<file path="config.mk">
export PLATFORM = sky130hd
export DESIGN_NAME = i2c_slave_edge_engine
export DESIGN_NICKNAME = d
export VERILOG_FILES = /design/src/design/i2cse_pkg.sv /design/src/design/i2c_slave_edge_engine.sv /design/src/design/i2cse_in_reg.sv /design/src/design/i2cse_engine.sv
export VERILOG_INCLUDE_DIRS = /design/src /design/src/design
export SDC_FILE = /design/constraint.sdc
export NUM_CORES = 1
export LEC_CHECK = 0
export ABC_AREA = 0
export BUFFER_PORTS_ARGS = -buffer_cell sky130_fd_sc_hd__buf_2
export CAP_MARGIN = 20
export CORE_MARGIN = 3
export CORE_UTILIZATION = 65
export CTS_BUF_LIST = sky130_fd_sc_hd__clkbuf_2
export CTS_CLUSTER_DIAMETER = 60
export DETAILED_ROUTE_END_ITERATION = 8
export PLACE_DENSITY = 0.83
export SYNTH_ARGS = -nofsm -noshare
export SYNTH_HDL_FRONTEND = slang
export SYNTH_SLANG_ARGS = --single-unit
</file>
<file path="constraint.sdc">
create_clock -name clk -period 2.9 [get_ports clk]
set_input_delay 0 -clock clk [delete_from_list [all_inputs] [get_ports clk]]
set_output_delay 0 -clock clk [all_outputs]
set_load 0.01 [all_outputs]
</file>
<file path="src/design/assert_macros.svh">
// Assertion macros used by the top level of the I2C slave edge engine RTL.
`ifndef ASSERT_MACROS_SVH
`define ASSERT_MACROS_SVH

// Same-cycle implication, disabled while reset is asserted.
`define ASSERT_IMPL(label, clk, rst_n, ante, cons) \
    label: assert property (@(posedge clk) disable iff (!rst_n) (ante) |-> (cons)) \
        else $error("assertion failed");

// Next-cycle implication, disabled while reset is asserted.
`define ASSERT_NEXT(label, clk, rst_n, ante, cons) \
    label: assert property (@(posedge clk) disable iff (!rst_n) (ante) |=> (cons)) \
        else $error("assertion failed");

`endif

</file>
<file path="src/design/i2cse_pkg.sv">
// Types and constants shared by the I2C slave edge engine.
`default_nettype none
package i2cse_pkg;

    localparam int BUF_DEPTH_DEF = 16;

    typedef enum logic [2:0] {
        PH_IDLE    = 3'd0,
        PH_ADDR    = 3'd1,
        PH_ACK     = 3'd2,
        PH_DRIVE   = 3'd3,
        PH_RXDATA  = 3'd4,
        PH_RXACK   = 3'd5,
        PH_RELEASE = 3'd6,
        PH_MACK    = 3'd7
    } phase_t;

    typedef enum logic [2:0] {
        OP_SCL_RISE   = 3'd0,
        OP_SCL_FALL   = 3'd1,
        OP_SDA_RISE   = 3'd2,
        OP_SDA_FALL   = 3'd3,
        OP_HOST_WRITE = 3'd4,
        OP_HOST_READ  = 3'd5
    } op_t;

    localparam logic [3:0] BITS_PER_BYTE = 4'd8;

    typedef struct packed {
        logic [2:0] operation;
        logic       sda_level;
        logic       scl_level;
        logic [3:0] buffer_index;
        logic [7:0] buffer_data;
    } item_t;

    typedef struct packed {
        logic       sda_drive;
        logic       sda_drive_update;
        logic [7:0] read_data;
        logic [3:0] received_count;
        logic [2:0] phase;
    } result_t;

endpackage
`default_nettype wire

</file>
<file path="src/design/i2c_slave_edge_engine.sv">
// Top level of the I2C slave edge engine: input register, engine and checks.
`default_nettype none
`include "assert_macros.svh"
// I2C slave with a 7-bit address, driven one line-edge event word at a time.
// Each accepted word passes an input register and is applied to the protocol
// state and byte stores, its result word landing in an output register, so one
// word is taken every clock unless the result side holds ready low, which is the
// only limit on rate; the result register follows the input register.
// The user must write own_address through cfg_write/cfg_data only while no
// word is in flight; the block itself does not enforce this.
module i2c_slave_edge_engine #(
    parameter int BUF_DEPTH = i2cse_pkg::BUF_DEPTH_DEF
) (
    input  wire        clk,
    input  wire        rst_n,
    input  wire        cfg_write,
    input  wire [6:0]  cfg_data,
    input  wire        item_valid,
    output logic       item_ready,
    input  wire [2:0]  operation,
    input  wire        sda_level,
    input  wire        scl_level,
    input  wire [3:0]  buffer_index,
    input  wire [7:0]  buffer_data,
    output logic       result_valid,
    input  wire        result_ready,
    output logic       sda_drive,
    output logic       sda_drive_update,
    output logic [7:0] read_data,
    output logic [3:0] received_count,
    output logic [2:0] phase
);
    import i2cse_pkg::*;

    item_t   item_in;
    item_t   stage_item;
    logic    stage_valid;
    logic    advance;
    result_t result;

    assign item_in.operation    = operation;
    assign item_in.sda_level    = sda_level;
    assign item_in.scl_level    = scl_level;
    assign item_in.buffer_index = buffer_index;
    assign item_in.buffer_data  = buffer_data;

    i2cse_in_reg u_in_reg (
        .clk         (clk),
        .rst_n       (rst_n),
        .item_valid  (item_valid),
        .item_ready  (item_ready),
        .item_in     (item_in),
        .advance     (advance),
        .stage_valid (stage_valid),
        .stage_item  (stage_item)
    );

    i2cse_engine #(
        .BUF_DEPTH (BUF_DEPTH)
    ) u_engine (
        .clk          (clk),
        .rst_n        (rst_n),
        .cfg_write    (cfg_write),
        .cfg_data     (cfg_data),
        .stage_valid  (stage_valid),
        .stage_item   (stage_item),
        .advance      (advance),
        .result_valid (result_valid),
        .result_ready (result_ready),
        .result       (result)
    );

    assign sda_drive        = result.sda_drive;
    assign sda_drive_update = result.sda_drive_update;
    assign read_data        = result.read_data;
    assign received_count   = result.received_count;
    assign phase            = result.phase;

    // The receive index always stays inside the store.
    `ASSERT_IMPL(a_rx_count_range, clk, rst_n, result_valid,
                 {1'b0, received_count} < 5'(BUF_DEPTH))
    // While receiving bytes or waiting on the master, SDA is released.
    `ASSERT_IMPL(a_sda_released, clk, rst_n,
                 result_valid && (phase == PH_RXDATA || phase == PH_RXACK || phase == PH_MACK),
                 sda_drive)
    // An accepted word is held in the input stage on the next cycle.
    `ASSERT_NEXT(a_accept_loads, clk, rst_n, item_valid && item_ready, stage_valid)

endmodule
`default_nettype wire

</file>
<file path="src/design/i2cse_in_reg.sv">
// Input register stage holding one accepted event word.
`default_nettype none
module i2cse_in_reg (
    input  wire                 clk,
    input  wire                 rst_n,
    input  wire                 item_valid,
    output logic                item_ready,
    input  wire i2cse_pkg::item_t item_in,
    input  wire                 advance,
    output logic                stage_valid,
    output i2cse_pkg::item_t    stage_item
);
    import i2cse_pkg::*;

    logic  valid_reg;
    logic  valid_next;
    item_t item_reg;

    assign item_ready  = !valid_reg || advance;
    assign stage_valid = valid_reg;
    assign stage_item  = item_reg;

    always_comb
    begin
        if (item_valid && item_ready)
        begin
            valid_next = 1'b1;
        end
        else if (advance)
        begin
            valid_next = 1'b0;
        end
        else
        begin
            valid_next = valid_reg;
        end
    end

    always_ff @(posedge clk or negedge rst_n)
    begin
        if (!rst_n)
        begin
            valid_reg <= 1'b0;
        end
        else
        begin
            valid_reg <= valid_next;
        end
    end

    always_ff @(posedge clk)
    begin
        if (item_valid && item_ready)
        begin
            item_reg <= item_in;
        end
    end

endmodule
`default_nettype wire

</file>
<file path="src/design/i2cse_engine.sv">
// Protocol state, byte stores and result register of the I2C slave.
`default_nettype none
module i2cse_engine #(
    parameter int BUF_DEPTH = i2cse_pkg::BUF_DEPTH_DEF
) (
    input  wire                   clk,
    input  wire                   rst_n,
    input  wire                   cfg_write,
    input  wire [6:0]             cfg_data,
    input  wire                   stage_valid,
    input  wire i2cse_pkg::item_t stage_item,
    output logic                  advance,
    output logic                  result_valid,
    input  wire                   result_ready,
    output i2cse_pkg::result_t    result
);
    import i2cse_pkg::*;

    localparam int         IDX_W  = (BUF_DEPTH > 1) ? $clog2(BUF_DEPTH) : 1;
    localparam logic [4:0] DEPTH5 = 5'(BUF_DEPTH);

    logic [6:0] own_address_reg;

    phase_t     phase_reg, phase_next;
    logic [3:0] bit_count_reg, bit_count_next;
    logic [7:0] shift_byte_reg, shift_byte_next;
    logic [7:0] address_byte_reg, address_byte_next;
    logic       is_read_reg, is_read_next;
    logic [3:0] rx_index_reg, rx_index_next;
    logic [3:0] tx_index_reg, tx_index_next;
    logic       sda_out_reg, sda_out_next;

    logic [7:0] rx_store_reg [BUF_DEPTH];
    logic [7:0] tx_store_reg [BUF_DEPTH];

    logic       rx_wr;
    logic       tx_wr;
    logic [7:0] read_byte;

    logic       res_valid_reg;
    result_t    result_reg;

    logic       fire;
    logic [7:0] shifted;
    logic [3:0] bit_inc;
    logic [4:0] rx_sum;
    logic [4:0] tx_sum;
    logic       rx_wrap;
    logic       tx_wrap;
    logic       host_in_range;
    logic [7:0] tx_fetch;

    assign advance      = !res_valid_reg || result_ready;
    assign fire         = stage_valid && advance;
    assign result_valid = res_valid_reg;
    assign result       = result_reg;

    assign shifted       = {shift_byte_reg[6:0], stage_item.sda_level};
    assign bit_inc       = bit_count_reg + 4'd1;
    assign rx_sum        = {1'b0, rx_index_reg} + 5'd1;
    assign tx_sum        = {1'b0, tx_index_reg} + 5'd1;
    assign rx_wrap       = rx_sum >= DEPTH5;
    assign tx_wrap       = tx_sum >= DEPTH5;
    assign host_in_range = {1'b0, stage_item.buffer_index} < DEPTH5;
    assign tx_fetch      = tx_store_reg[tx_index_reg[IDX_W-1:0]];

    always_comb
    begin
        phase_next        = phase_reg;
        bit_count_next    = bit_count_reg;
        shift_byte_next   = shift_byte_reg;
        address_byte_next = address_byte_reg;
        is_read_next      = is_read_reg;
        rx_index_next     = rx_index_reg;
        tx_index_next     = tx_index_reg;
        sda_out_next      = sda_out_reg;
        rx_wr             = 1'b0;
        tx_wr             = 1'b0;
        read_byte         = 8'd0;
        if (fire)
        begin
            case (stage_item.operation)
                OP_SCL_RISE:
                begin
                    unique case (phase_reg)
                        PH_ADDR:
                        begin
                            if (bit_count_reg < BITS_PER_BYTE)
                            begin
                                bit_count_next = bit_inc;
                                if (bit_inc == BITS_PER_BYTE)
                                begin
                                    address_byte_next = shifted;
                                    shift_byte_next   = 8'd0;
                                end
                                else
                                begin
                                    shift_byte_next = shifted;
                                end
                            end
                        end
                        PH_ACK:
                        begin
                            if (is_read_reg)
                            begin
                                shift_byte_next = tx_fetch;
                                tx_index_next   = tx_wrap ? 4'd0 : tx_sum[3:0];
                            end
                            phase_next = PH_DRIVE;
                        end
                        PH_RXDATA:
                        begin
                            if (bit_inc >= BITS_PER_BYTE)
                            begin
                                rx_wr           = 1'b1;
                                rx_index_next   = rx_wrap ? 4'd0 : rx_sum[3:0];
                                phase_next      = PH_RXACK;
                                shift_byte_next = 8'd0;
                                bit_count_next  = 4'd0;
                            end
                            else
                            begin
                                shift_byte_next = shifted;
                                bit_count_next  = bit_inc;
                            end
                        end
                        PH_RXACK:
                        begin
                            phase_next = PH_RXDATA;
                        end
                        PH_MACK:
                        begin
                            if (!stage_item.sda_level)
                            begin
                                // A wrapped transmit index sends a zero byte.
                                if (tx_wrap)
                                begin
                                    tx_index_next   = 4'd0;
                                    shift_byte_next = 8'd0;
                                end
                                else
                                begin
                                    tx_index_next   = tx_sum[3:0];
                                    shift_byte_next = tx_fetch;
                                end
                                phase_next = PH_DRIVE;
                            end
                            else
                            begin
                                sda_out_next    = 1'b1;
                                tx_index_next   = 4'd0;
                                shift_byte_next = 8'd0;
                            end
                        end
                        default:
                        begin
                        end
                    endcase
                end
                OP_SCL_FALL:
                begin
                    unique case (phase_reg)
                        PH_ADDR:
                        begin
                            if (bit_count_reg == BITS_PER_BYTE)
                            begin
                                if (address_byte_reg[7:1] == own_address_reg)
                                begin
                                    is_read_next = address_byte_reg[0];
                                    sda_out_next = 1'b0;
                                    phase_next   = PH_ACK;
                                end
                                else
                                begin
                                    phase_next = PH_IDLE;
                                end
                                shift_byte_next = 8'd0;
                                bit_count_next  = 4'd0;
                            end
                        end
                        PH_DRIVE:
                        begin
                            if (is_read_reg)
                            begin
                                sda_out_next    = shift_byte_reg[7];
                                shift_byte_next = {shift_byte_reg[6:0], 1'b0};
                                if (bit_inc >= BITS_PER_BYTE)
                                begin
                                    phase_next     = PH_RELEASE;
                                    bit_count_next = 4'd0;
                                end
                                else
                                begin
                                    bit_count_next = bit_inc;
                                end
                            end
                            else
                            begin
                                sda_out_next = 1'b1;
                                phase_next   = PH_RXDATA;
                            end
                        end
                        PH_RXACK:
                        begin
                            sda_out_next = 1'b0;
                            phase_next   = PH_DRIVE;
                        end
                        PH_RELEASE:
                        begin
                            sda_out_next = 1'b1;
                            phase_next   = PH_MACK;
                        end
                        default:
                        begin
                        end
                    endcase
                end
                OP_SDA_RISE:
                begin
                    // A stop is honored in every phase.
                    if (stage_item.scl_level)
                    begin
                        phase_next = PH_IDLE;
                    end
                end
                OP_SDA_FALL:
                begin
                    if (phase_reg == PH_IDLE && stage_item.scl_level)
                    begin
                        phase_next      = PH_ADDR;
                        rx_index_next   = 4'd0;
                        tx_index_next   = 4'd0;
                        shift_byte_next = 8'd0;
                        bit_count_next  = 4'd0;
                    end
                end
                OP_HOST_WRITE:
                begin
                    tx_wr = host_in_range;
                end
                OP_HOST_READ:
                begin
                    if (host_in_range)
                    begin
                        read_byte = rx_store_reg[stage_item.buffer_index[IDX_W-1:0]];
                    end
                end
                default:
                begin
                end
            endcase
        end
    end

    always_ff @(posedge clk or negedge rst_n)
    begin
        if (!rst_n)
        begin
            own_address_reg  <= 7'd0;
            phase_reg        <= PH_IDLE;
            bit_count_reg    <= 4'd0;
            shift_byte_reg   <= 8'd0;
            address_byte_reg <= 8'd0;
            is_read_reg      <= 1'b0;
            rx_index_reg     <= 4'd0;
            tx_index_reg     <= 4'd0;
            sda_out_reg      <= 1'b1;
            res_valid_reg    <= 1'b0;
        end
        else
        begin
            if (cfg_write)
            begin
                own_address_reg <= cfg_data;
            end
            phase_reg        <= phase_next;
            bit_count_reg    <= bit_count_next;
            shift_byte_reg   <= shift_byte_next;
            address_byte_reg <= address_byte_next;
            is_read_reg      <= is_read_next;
            rx_index_reg     <= rx_index_next;
            tx_index_reg     <= tx_index_next;
            sda_out_reg      <= sda_out_next;
            if (advance)
            begin
                res_valid_reg <= stage_valid;
            end
        end
    end

    always_ff @(posedge clk or negedge rst_n)
    begin
        if (!rst_n)
        begin
            for (int i = 0; i < BUF_DEPTH; i++)
            begin
                rx_store_reg[i] <= 8'd0;
                tx_store_reg[i] <= 8'd0;
            end
        end
        else
        begin
            if (rx_wr)
            begin
                rx_store_reg[rx_index_reg[IDX_W-1:0]] <= shifted;
            end
            if (tx_wr)
            begin
                tx_store_reg[stage_item.buffer_index[IDX_W-1:0]] <= stage_item.buffer_data;
            end
        end
    end

    always_ff @(posedge clk)
    begin
        if (fire)
        begin
            result_reg.sda_drive        <= sda_out_next;
            result_reg.sda_drive_update <= sda_out_next != sda_out_reg;
            result_reg.read_data        <= read_byte;
            result_reg.received_count   <= rx_index_next;
            result_reg.phase            <= phase_next;
        end
    end

endmodule
`default_nettype wire
</file>
; ---- Word-level counts from Yosys, hierarchy flattened
; Index checks and enable logic that the tools add are counted.
[word_totals]
ff_bits = 332
output_inout_bits = 19
inputBits = 29
word_cells = 183
[classes]
mux = 71
n_eq_ne = 25
reduce_logical = 19
add_sub_neg = 3
bitwise_logic = 3
order_cmp = 9
[ops]
columns = cell, n
row1 = bitwise mux 128 bit, 2
row2 = two-way mux 8 bit, 15
row3 = binary-select mux 8 bit (select 4 bit), 2
row4 = demux 8 bit (select 4 bit), 2
row5 = two-way mux 4 bit, 13
row6 = case mux 4 bit (2 select lines), 5
row7 = case mux 3 bit (4 select lines), 3
row8 = case mux 8 bit (4 select lines), 1
row9 = "greater-or-equal comparator 5 bit, second input constant", 5
row10 = two-way mux 3 bit, 8
row11 = case mux 8 bit (3 select lines), 1
row12 = "!= test 3 x 2 -> 1 bit, second input constant", 7
row13 = "equality test 3 bit, second input constant", 6
row14 = case mux 8 bit (2 select lines), 1
row15 = NOT 4 -> 5 bit, 3
row16 = AND reduction 5 bit, 3
row17 = two-way mux 1 bit, 14
row18 = "equality test 3 x 2 -> 1 bit, second input constant", 4
row19 = case mux 4 bit (3 select lines), 1
row20 = "adder 4 x 1 -> 5 bit, second input constant", 2
row21 = "< comparator 5 x 1 -> 1 bit, second input constant", 2
row22 = AND reduction 9 bit, 1
row23 = "equality test 4 bit, second input constant", 2
row24 = AND reduction 8 bit, 1
row25 = 17 further kinds, 26

; ---- Depth between registers and ports, before layout
[logic_depth]
word_depth = 8
ltp_mapped = 7

; ---- By module
; From an unflattened synthesis, not the netlist that was laid out.
[unflattened]
hier_cells = 1037
hier_area_um2 = 15577.4
[by_module_without_submodules]
columns = module, instances, cells_each, area_per_inst_um2
row1 = i2cse_engine, 1, 1016, 15013.1
row2 = i2cse_in_reg, 1, 21, 564.3

; ---- Worst setup path after synthesis
; OpenSTA, ideal clock, no wires.
[synth_timing]
path_kind = register -> register
startpoint = register u_in_reg.item_reg (netlist bit u_in_reg.stage_item[8])
endpoint = register, netlist name u_engine.result[13]
setup_slack_ns = 0.722
t_required_ns = 2.637
arrival_ns = 1.915
path_stages_with_launch = 6
period_less_slack_ns = 2.178
path_cell_list = edfxtp_1 > buf_2 > buf_2 > mux4_2 > mux4_2 > nor2b_1
[synth_between]
elab_chain_len = 4
[synth_rtl]
columns = item, line_no
row1 = "start, declared", i2cse_in_reg.sv:17  ; item_t item_reg;
row2 = "start signal, assigned", i2cse_in_reg.sv:55  ; item_reg <= item_in;
row3 = NOT 4 -> 5 bit (not written as such), i2cse_engine.sv:245  ; read_byte = rx_store_reg[stage_item.buffer_index[IDX_W-1:0]];
row4 = binary-select mux 8 bit (select 4 bit), i2cse_engine.sv:245
row5 = two-way mux 8 bit (not written as such) (2 in series), i2cse_engine.sv:245
; No other way between the ends. The select of a mux whose other input is x is not followed.
; A chain may end at the register's enable or synchronous reset.

; ---- Final worst setup path
[layout_timing]
startpoint = register u_engine.phase_reg[0]
endpoint = register u_engine.rx_store_reg[18] in the netlist's numbering
[layout_between]
elab_chain_len = 4
[layout_rtl]
columns = item, line_no
row1 = "start, declared", i2cse_engine.sv:24  ; phase_t phase_reg, phase_next;
row2 = "start signal, assigned", i2cse_engine.sv:276  ; phase_reg <= phase_next;
row3 = equality test 3 bit, i2cse_engine.sv:85  ; unique case (phase_reg)
row4 = two-way mux 1 bit, i2cse_engine.sv:85
row5 = two-way mux 1 bit, i2cse_engine.sv:82  ; case (stage_item.operation)
row6 = two-way mux 1 bit, i2cse_engine.sv:80  ; if (fire)
row7 = "end signal, assigned by index", i2cse_engine.sv:305  ; rx_store_reg[rx_index_reg[IDX_W-1:0]] <= shifted;
row8 = "end, declared", i2cse_engine.sv:33  ; logic [7:0] rx_store_reg [BUF_DEPTH];
; No other way between the ends.

==> impl_metrics.py <==
metrics = {
    "clock_network": {
        "cts.sinks": 332,
        "worstSkewPairLatency_ns": 0.89,
        "htree_levels": 3,
        "cts_tree": "done",
        "post_cts_buffers": 0,
        "cts_buffers": 82,
        "clockBufferDepth": 3,
        "root_buffer": "clkbuf_2",
        "clkSlewWorstSetupHoldPaths_ns": 0.11,
    },
    "placed_design": {
        "placed_area_sq_um": 16180,
        "gp_congestion": 0.9239,
        "io_buffers": 47,
        "hpwlAfterDp_microns": 22210,
    },
    "sta": {
        "fmax_mhz": 399.3,
        "finalCritPeriodShare_pct": 86.36,
        "rsz0062_at_grt": "no",
        "clock_skew_ns": 0.08777,
        "holdWs_ns": 0.1933,
        "slew_viol_final": 0,
        "setup-violations-final": 0,
        "timing_hold_violations_final": 0,
        "tns_ns": 0,
        "slew-limit-headroom_pct": 41.95,
        "final.min_clock_period_ns": 2.505,
        "tightest_slew_ns": 0.8707,
    },
    "setup_path": {
        "cpLargestDelayFamily": "simple AND/OR/NAND/NOR gates",
        "critPathRequiredTime_ns": 3.62,
        "crit_fanout": 19,
        "ff2ff_path_depth": 5,
        "critPathKind": "register to register",
        "start_kind": "register",
        "cp.depth": 5,
        "worst-path-buf-inv": 0,
        "cp_slowest_cell": "dfrtp_1",
        "cp_data_arrival_time_ns": 3.22,
        "cp_cell_sequence": "nor4b_4 > mux2i_4 > nor2_2 > nand4_2 > mux2_2",
        "max_stage_delay_ns": 0.62,
        "cp-end-kind": "register",
    },
    "run": {
        "drv_cap": 0,
    },
    "yosys": {
        "synth_warnings": 0,
        "async_reset_ff_share_pct": 89.76,
        "synth_nets": 1073,
        "synth-seq-cells": 332,
        "synthFlopType": "dfrtp_1",
        "synth_cell_types": 69,
        "synth_edf_count": 34,
        "yosysSeqAreaShare_pct": 54.86,
        "syn_area_sq_um": 15460,
        "synth.avg_cell_area_sq_um": 14.91,
        "syn_inst": 1037,
    },
    "power_and_ir_drop": {
        "p_seq_share_pct": 53.5,
        "vdd_drop_max_v": 0.0003458,
        "p_per_area_nw_per_um2": 583.1,
        "combPwrFrac_pct": 16.0,
        "clock_power_share_pct": 30.5,
        "switching_share_pct": 31.39,
        "p_leak_nw": 8.341,
        "switchingPower_mw": 3.218,
        "intPower_mw": 7.032,
    },
    "detailed_routing": {
        "via_per_inst": 6.256,
        "wire_per_inst_microns": 22.87,
        "drc": 0,
        "ant_nets": 0,
        "routed_wl_microns": 36110,
        "drt_first_pass_iters": 7,
        "via_count": 9879,
        "first_iter_violations": 891,
    },
    "finish": {
        "syn_to_final_growth_pct": 13.73,
        "final_cell_mix": "dfrtp_1, mux2_2, clkbuf_2",
        "multi_input_area_sq_um": 6653,
        "final_common_cell": "dfrtp_1",
        "drive_gt1_share_pct": 47.23,
        "seq_area_sq_um": 8481,
        "postLayoutCoreUtil_pct": 76.48,
        "fillers": 1376,
        "nets": 1240,
        "design_area_sq_um": 17580,
    },
    "grt": {
        "grt_overflow": 0,
        "grt_max_degree": 85,
        "grt_pass1_vias": 10669,
        "grt.total_usage_pct": 29.05,
        "grt_pass1_wl_microns": 58390,
        "antenna_found_initial": 2,
    },
    "worst_hold_path": {
        "min_path_cells": 4,
        "hold_class": "primary input to register",
    },
    "floorplan": {
        "fp.dieW_microns": 160.2,
        "ios": 48,
        "dieArea_sq_um": 25670,
        "core_area_sq_um": 22980,
        "initial_core_util_pct": 67.25,
        "num_rows": 55,
        "die_h_microns": 160.2,
    },
    "outcome": {
        "status": "finished, final reports clean",
    },
}
==> through the flow <==
stage               power (mW)  setup WS, ns  instances
floorplan                6.514        0.7219       1037
global placement         7.060        0.5066       1370
detailed placement       7.116        0.4735       1370
CTS                      10.28        0.4324       1577
global route             10.76        0.2439       1579
finish                   10.25        0.3955       1579
==> routing by layer <==
layer	part of all wire, %	routed length, microns	track usage [%]
met5	0.033	12	0
met2	49	17780	47.43
met3	6.5	2334	5.499
met1	41	14940	39.76
met4	2.9	1052	10.22
==> power groups by stage <==
stage / sequential (mW) / clock (mW) / combinational (mW)
global placement: 5.53 / 0 / 1.53
finish: 5.48 / 3.13 / 1.64
CTS: 5.46 / 3.18 / 1.64
floorplan: 5.19 / 0 / 1.33
global route: 5.53 / 3.45 / 1.78
detailed placement: 5.55 / 0 / 1.56
==> cell usage after synthesis, types with 3 or more instances <==
cell	number	area [sq um]
a31oi_1	4	25.02
inv_1	17	63.81
o31ai_1	3	22.52
nor3b_1	4	30.03
nor3_1	16	80.08
ha_1	7	87.58
nor2b_1	15	93.84
nor3_2	3	30.03
mux2_1	5	56.30
a32oi_1	3	26.28
xnor2_1	9	78.83
edfxtp_1	34	1021
nand4_2	4	50.05
mux2_2	280	3153
nand2_1	21	78.83
nor2_2	5	31.28
a21oi_1	11	55.05
mux4_2	69	1554
a2111oi_0	3	26.28
a21o_1	3	22.52
nor4_1	3	18.77
dfrtp_1	297	7432
nand3_1	15	75.07
nand3b_1	4	30.03
a211o_1	7	61.31
nor2_1	30	112.6
buf_2	17	85.08
o22ai_1	4	25.02
nand2_2	12	75.07
nand2b_1	12	75.07
a22o_1	5	43.79
nand4_1	4	25.02
mux2i_1	10	100.1
buf_1	11	41.29
o21ai_0	12	60.06
and3_1	4	25.02
clkbuf_1	33	123.9
or3_1	3	18.77
==> tightest hold or removal path: stages <==
cell and delay, ns:
dlygate4sd3_1 0.52, buf_2 0.12, nand2b_1 0.29, nand2_1 0.10
==> worst paths after layout <==
path / to / slack (ns) / startpoint
max in group asynchronous: u_engine.rx_store_reg[41]$_DFFE_PN0P_ / 2.14 / rst_n
min in group asynchronous: u_engine.rx_store_reg[122]$_DFFE_PN0P_ / 0.30 / rst_n
worst max-delay path: u_engine.rx_store_reg[18]$_DFFE_PN0P_ / 0.40 / u_engine.phase_reg[0]$_DFF_PN0_
worst min register to register: u_engine.tx_store_reg[123]$_DFFE_PN0P_ / 0.51 / u_engine.tx_store_reg[123]$_DFFE_PN0P_
worst min-delay path: u_engine.result_valid$_DFFE_PN0P_ / 0.19 / result_ready
worst max register to register: u_engine.rx_store_reg[18]$_DFFE_PN0P_ / 0.40 / u_engine.phase_reg[0]$_DFF_PN0_
==> logic make-up after synthesis <==
logic type	after synthesis	share of synthesized area [%]
AND/OR/NAND/NOR	170	6.800
buffers and inverters	80	2.105
adder cells (fa/ha/maj)	7	0.5666
XOR/XNOR	9	0.5100
AO/OA/AOI/OAI	74	3.554
flip-flops	332	54.86
multiplexers	365	31.61
==> cell type report <==
type                    count  area share [%]
well taps                 313           2.228
clock inverters            28          0.9680
inverters                  18          0.3843
clock buffers             116           3.302
flip-flops and latches    332           48.24
multi-input cells         625           37.84
diodes                      2         0.02847
repair buffers            145           7.004
==> what timing repair did <==
| item | in CTS | in global routing |
|---|---|---|
| resized for setup | 0 | 0 |
| hold buffers | 63 | 0 |
| hold endpoints to repair | 373 | 0 |
Note: power is estimated with default switching activity, not from simulation.
